## config.mk

```make
export PLATFORM = sky130hd
export DESIGN_NAME = plll_front
export DESIGN_NICKNAME = d
export VERILOG_FILES = /design/src/sv/plll_pkg.sv /design/src/sv/plll_front.sv
export SDC_FILE = /design/constraint.sdc
export NUM_CORES = 1
export LEC_CHECK = 0
export ABC_AREA = 1
export CAP_MARGIN = 20
export CORE_MARGIN = 5
export CORE_UTILIZATION = 40
export CTS_BUF_LIST = sky130_fd_sc_hd__clkbuf_8
export DETAILED_ROUTE_END_ITERATION = 16
export DONT_BUFFER_PORTS = 1
export PLACE_DENSITY = 0.6
export SLEW_MARGIN = 20
export SYNTH_ARGS = -nofsm -noshare
export SYNTH_HDL_FRONTEND = slang
export SYNTH_SLANG_ARGS = --single-unit
export TNS_END_PERCENT = 50
```

## constraint.sdc

```tcl
create_clock -name i_clk -period 5.3 [get_ports i_clk]
set_input_delay 0.265 -clock i_clk [delete_from_list [all_inputs] [get_ports i_clk]]
set_output_delay 0.265 -clock i_clk [all_outputs]
set_load 0.02 [all_outputs]
```

## src/sv/plll_pkg.sv

```systemverilog
// Shared types, codes and constants of the piecewise linear latency lookup.
package plll_pkg;

    localparam int MAX_POINTS_DEF = 32;
    localparam int NUM_CURVES_DEF = 6;

    localparam int VAL_W  = 40;
    localparam int LAT_W  = 48;
    localparam int PROD_W = 89;
    localparam int QUO_W  = 51;
    localparam int SUM_W  = 53;

    localparam logic [QUO_W-1:0] TERM_CAP = QUO_W'(1) << 50;
    localparam logic signed [SUM_W-1:0] LAT_MAX = 53'sd140737488355327;
    localparam logic signed [SUM_W-1:0] LAT_MIN = -53'sd140737488355328;

    typedef enum logic [1:0] {
        OP_WR_SIZE = 2'd0,
        OP_WR_LAT  = 2'd1,
        OP_QUERY   = 2'd2
    } t_op;

    typedef enum logic [1:0] {
        ST_OK     = 2'd0,
        ST_ZERO   = 2'd1,
        ST_NONPOS = 2'd2
    } t_status;

    typedef enum logic [1:0] {
        CFG_POINT_COUNT   = 2'd0,
        CFG_MEMORY_SLOPE  = 2'd1,
        CFG_STORAGE_SLOPE = 2'd2
    } t_cfg_reg;

    typedef enum logic [1:0] {
        M_ONE = 2'd0,
        M_EXT = 2'd1,
        M_INT = 2'd2
    } t_mode;

    typedef enum logic [3:0] {
        B_IDLE     = 4'd0,
        B_RD_LAST  = 4'd1,
        B_GOT_LAST = 4'd2,
        B_RD_S     = 4'd3,
        B_GOT_S    = 4'd4,
        B_RD_LA    = 4'd5,
        B_GOT_LA   = 4'd6,
        B_RD_LB    = 4'd7,
        B_GOT_LB   = 4'd8,
        B_MUL      = 4'd9,
        B_SHIFT    = 4'd10,
        B_DIV      = 4'd11,
        B_FIN      = 4'd12,
        B_OUT      = 4'd13
    } t_bstate;

    typedef struct packed {
        t_op               operation;
        logic [2:0]        curve;
        logic [4:0]        index;
        logic [VAL_W-1:0]  point_value;
        logic [VAL_W-1:0]  query_size;
    } t_in;

    typedef struct packed {
        logic signed [LAT_W-1:0] latency;
        t_status                 status;
    } t_out;

    typedef struct packed {
        t_op               op;
        logic              bad;
        logic              zero;
        logic [2:0]        curve;
        logic [4:0]        index;
        logic [VAL_W-1:0]  value;
        logic [VAL_W-1:0]  size;
    } t_qent;

    typedef struct packed {
        logic [5:0]              point_count;
        logic signed [LAT_W-1:0] memory_slope;
        logic signed [LAT_W-1:0] storage_slope;
    } t_cfg;

endpackage

```

## src/sv/plll_front.sv

```systemverilog
// Front end: accepts input beats, classifies them and queues them for the back end.
module plll_front #(
    parameter int MAX_POINTS = plll_pkg::MAX_POINTS_DEF,
    parameter int NUM_CURVES = plll_pkg::NUM_CURVES_DEF
) (
    input  logic            i_clk,
    input  logic            i_rst_n,
    input  logic            i_valid,
    output logic            o_ready,
    input  plll_pkg::t_in   i_data,
    output logic            o_q_valid,
    input  logic            i_q_pop,
    output plll_pkg::t_qent o_q
);
    plll_pkg::t_qent r_ent [2];
    logic            r_wp, r_rp;
    logic [1:0]      r_cnt;
    plll_pkg::t_qent v_ent;
    logic            v_keep, v_push;
    logic            v_bad_idx, v_bad_crv;

    always_comb begin
        v_bad_idx = 32'(i_data.index) >= MAX_POINTS;
        v_bad_crv = 32'(i_data.curve) >= NUM_CURVES;
        v_ent.op    = i_data.operation;
        v_ent.curve = i_data.curve;
        v_ent.index = i_data.index;
        v_ent.value = i_data.point_value;
        v_ent.size  = i_data.query_size;
        v_ent.zero  = i_data.query_size == '0;
        v_keep      = 1'b1;
        case (i_data.operation)
            plll_pkg::OP_WR_SIZE: v_ent.bad = v_bad_idx;
            plll_pkg::OP_WR_LAT:  v_ent.bad = v_bad_idx || v_bad_crv;
            plll_pkg::OP_QUERY:   v_ent.bad = v_bad_crv;
            default: begin
                v_ent.bad = 1'b1;
                v_keep    = 1'b0;
            end
        endcase
    end

    assign o_ready   = r_cnt != 2'd2;
    assign o_q_valid = r_cnt != 2'd0;
    assign o_q       = r_ent[r_rp];
    assign v_push    = i_valid && o_ready && v_keep;

    always_ff @(posedge i_clk) begin
        if (!i_rst_n) begin
            r_wp  <= 1'b0;
            r_rp  <= 1'b0;
            r_cnt <= 2'd0;
        end else begin
            if (v_push) begin
                r_wp <= ~r_wp;
            end
            if (i_q_pop) begin
                r_rp <= ~r_rp;
            end
            r_cnt <= r_cnt + 2'(v_push) - 2'(i_q_pop);
        end
    end

    always_ff @(posedge i_clk) begin
        if (v_push) begin
            r_ent[r_wp] <= v_ent;
        end
    end
endmodule

```

==> impl_results.md <==
- Fin crit share: 0.545
- Post-Layout Cell Count: 717
- Run status: finished clean
- Pre-CTS WS: 2870 ps
- Worst slew pin tran: 897 ps
- Synth warn: 0
- Clock tree sinks: 189
- Die H: 147 microns
- Crit path required time: 5040 ps
- CP max stage cell: dfxtp_4
- Clock skew: 9.69 ps
- Pwr dens: 355 nW/um^2
- Clock Latency Late Sink: 440 ps
- Worst Path Arrival: 2620 ps
- Initial core utilization: 0.403
- Total iterations of the first detailed-routing run: 4
- Crit path time final: 2890 ps
- Simple-gate share of the synthesized area: 0.0284
- Initial antenna violation count: 0
- Cell taking the most area after synthesis: edfxtp_1
- Total track usage: 0.128
- Worst slew margin: 0.402
- DRC violation count after routing: 0
- N_diodes: 0
- Layout fillers: 1552
- Via count: 3438
- Final core occ: 0.482
- ANT nets after route: 0
- Critical path class: reg2out
- Met3 Use GR: 0.0559
- Leak: 3.17 nW
- Proportion of layout cells with a drive suffix above 1: 0.267
- Via density: 4.79
- Placed inst area: 7630 sq um
- First-pass GRT wire length: 20900 microns
- RSZ-0062 raised after global routing: no
- Core ar.: 18500 sq um
- Die X-Extent: 147 microns
- Startpoint types: register
- Register area share after synthesis: 0.754
- Final setup TNS: 0 ps
- Hold crit path type: in2reg
- Setup Buffers After CTS: 0
- Synth Area in Compound Gates: 0.00201
- Largest family of logic cells by synthesized area: multiplexers
- DP HPWL: 8790 microns
- CTS-repair resized insts: 0
- Critical Path Max Stage Delay: 920 ps
- Port Buf Inserts: 0
- Layout Cell Area excl Fill: 8930 sq um
- Netlist cell types: 16
- Clock tree buffer depth: 2
- Drt first-iter violations: 135
- Num ports: 188
- Post-synthesis adder-cell area fraction: 0.00503
- Dominant cells by area after synthesis: edfxtp_1 74%, mux2_4 16%, buf_12 2.1%
- Mapped Area: 7460 sq um
- Maxcap violations: 0
- Worst Setup End Kind: output port
- DIE AREA: 21500 sq um
- Grt met1 use: 0.148
- Vias in the first global route: 3824
- Xor/xnor share of the synthesized area: 0.00235
- Largest net degree at the start of global routing: 59
- Cells after DPL: 593
- Met2 Use GR: 0.213
- CP Max Fanout: 49
- Gr busiest metal: met2
- Max Slew Vio Count: 0
- Post-synthesis mux area share: 0.179
- Syn Nets: 461
- WL final: 13900 microns
- Yosys top cell area share: 0.741
- Critical-path cell list: buf_4, mux2_4
- TritonCTS clock tree: built
- Final-report setup violation count: 0
- Max Fclk: 0.346 GHz
- Syn avg cell area: 20.5 sq um
- Hold WS: 110 ps
- Endpoints failing hold: 0
- VDD IR max: 0.000166 V
- Grt ovf: 0
- Cell count after synthesis: 364
- Routed wire per std cell: 19.4 microns
- Clock tree root buffer cell: clkbuf_8
- Area growth syn-to-layout: 19.8%
- CTS Buf Count: 17
- H-tree depth: 4
- Final WS setup: 2410 ps
- Number of placement rows: 50
- Power Total: 3.17 mW
- GP Congestion: 0.731
- Clock slew seen by the registers of the worst setup and hold paths: 90 ps
- FF+latch count, synth: 189
- Final #Nets: 567
==> synthesized netlist by cell type, drive strengths merged <==
master	count
nor2	31
buf	10
dfxtp	5
o21ai	1
ha	3
a21oi	2
xnor2	2
mux2	92
nand2	20
edfxtp	184
inv	10
nor3	1
nand3	3
==> registers in the layout (all words and copies together), names as in the netlist, named ones only <==
register  cells
r_rp          1
r_cnt         2
r_wp          1
r_ent       184
==> final cells by class <==
class | instances | area (sq um) | area share
clock buffers | 17 | 234 | 0.0262
clock inverters | 15 | 148 | 0.0165
inverters | 10 | 37.5 | 0.00420
multi-input cells | 155 | 1630 | 0.183
flip-flops and latches | 189 | 5630 | 0.630
well taps | 234 | 293 | 0.0328
repair buffers | 97 | 958 | 0.107
==> cells in the final DEF (no fill, tap or decap), types with 4 or more instances in the layout <==
cell,synthesis,layout
mux2_4,80,80
inv_1,10,13
nor2_1,31,29
clkinv_4,0,4
dlygate4sd3_1,0,92
dfxtp_1,5,4
buf_4,0,5
nand2_1,20,20
clkbuf_8,0,17
mux2_2,12,12
edfxtp_1,184,184
==> critical path: cells and delay by family (launching register included) <==
family | cells | cell delay, ps
buffers and inverters | 1 | 760
flip-flops | 1 | 920
multiplexers | 1 | 400
==> worst paths after layout <==
check	start	to	slack, ps	cells after the start
min reg2reg	r_rp	register	530	2
min	i_data[86]	r_ent[1][89]	110	2
max reg2reg	r_cnt[0]	r_ent[1][40]	3240	5
max	register	o_q[86]	2410	2
==> cell families (layout without fill, tap and decap cells) <==
group                      Yosys count  in the layout
DFF                                189            189
muxes                               92             92
and+or+nand+nor                     55             55
buffers and inverters               20            139
adders and majority gates            3              3
AOI/OAI and AO/OA                    3              3
xor gates and xnor gates             2              2
==> layer usage <==
metal | up-vias | part of all wire
li1 | 1594 | -
met1 | 1704 | 0.41
met2 | 133 | 0.49
met3 | 7 | 0.086
met4 | 0 | 0.010
met5 | - | 0
==> where the power goes <==
part | switching [mW] | internal [mW] | total [mW]
combinational | 0.261 | 0.194 | 0.455
clock | 0.498 | 0.419 | 0.918
sequential | 0.0449 | 1.75 | 1.80
==> repair_timing <==
item | in CTS | in global routing
endpoints found under the hold margin | 185 | 0
hold buffers | 92 | 0
endpoints found under the setup margin | 0 | 0
Note: power is estimated with default switching activity, not from simulation.
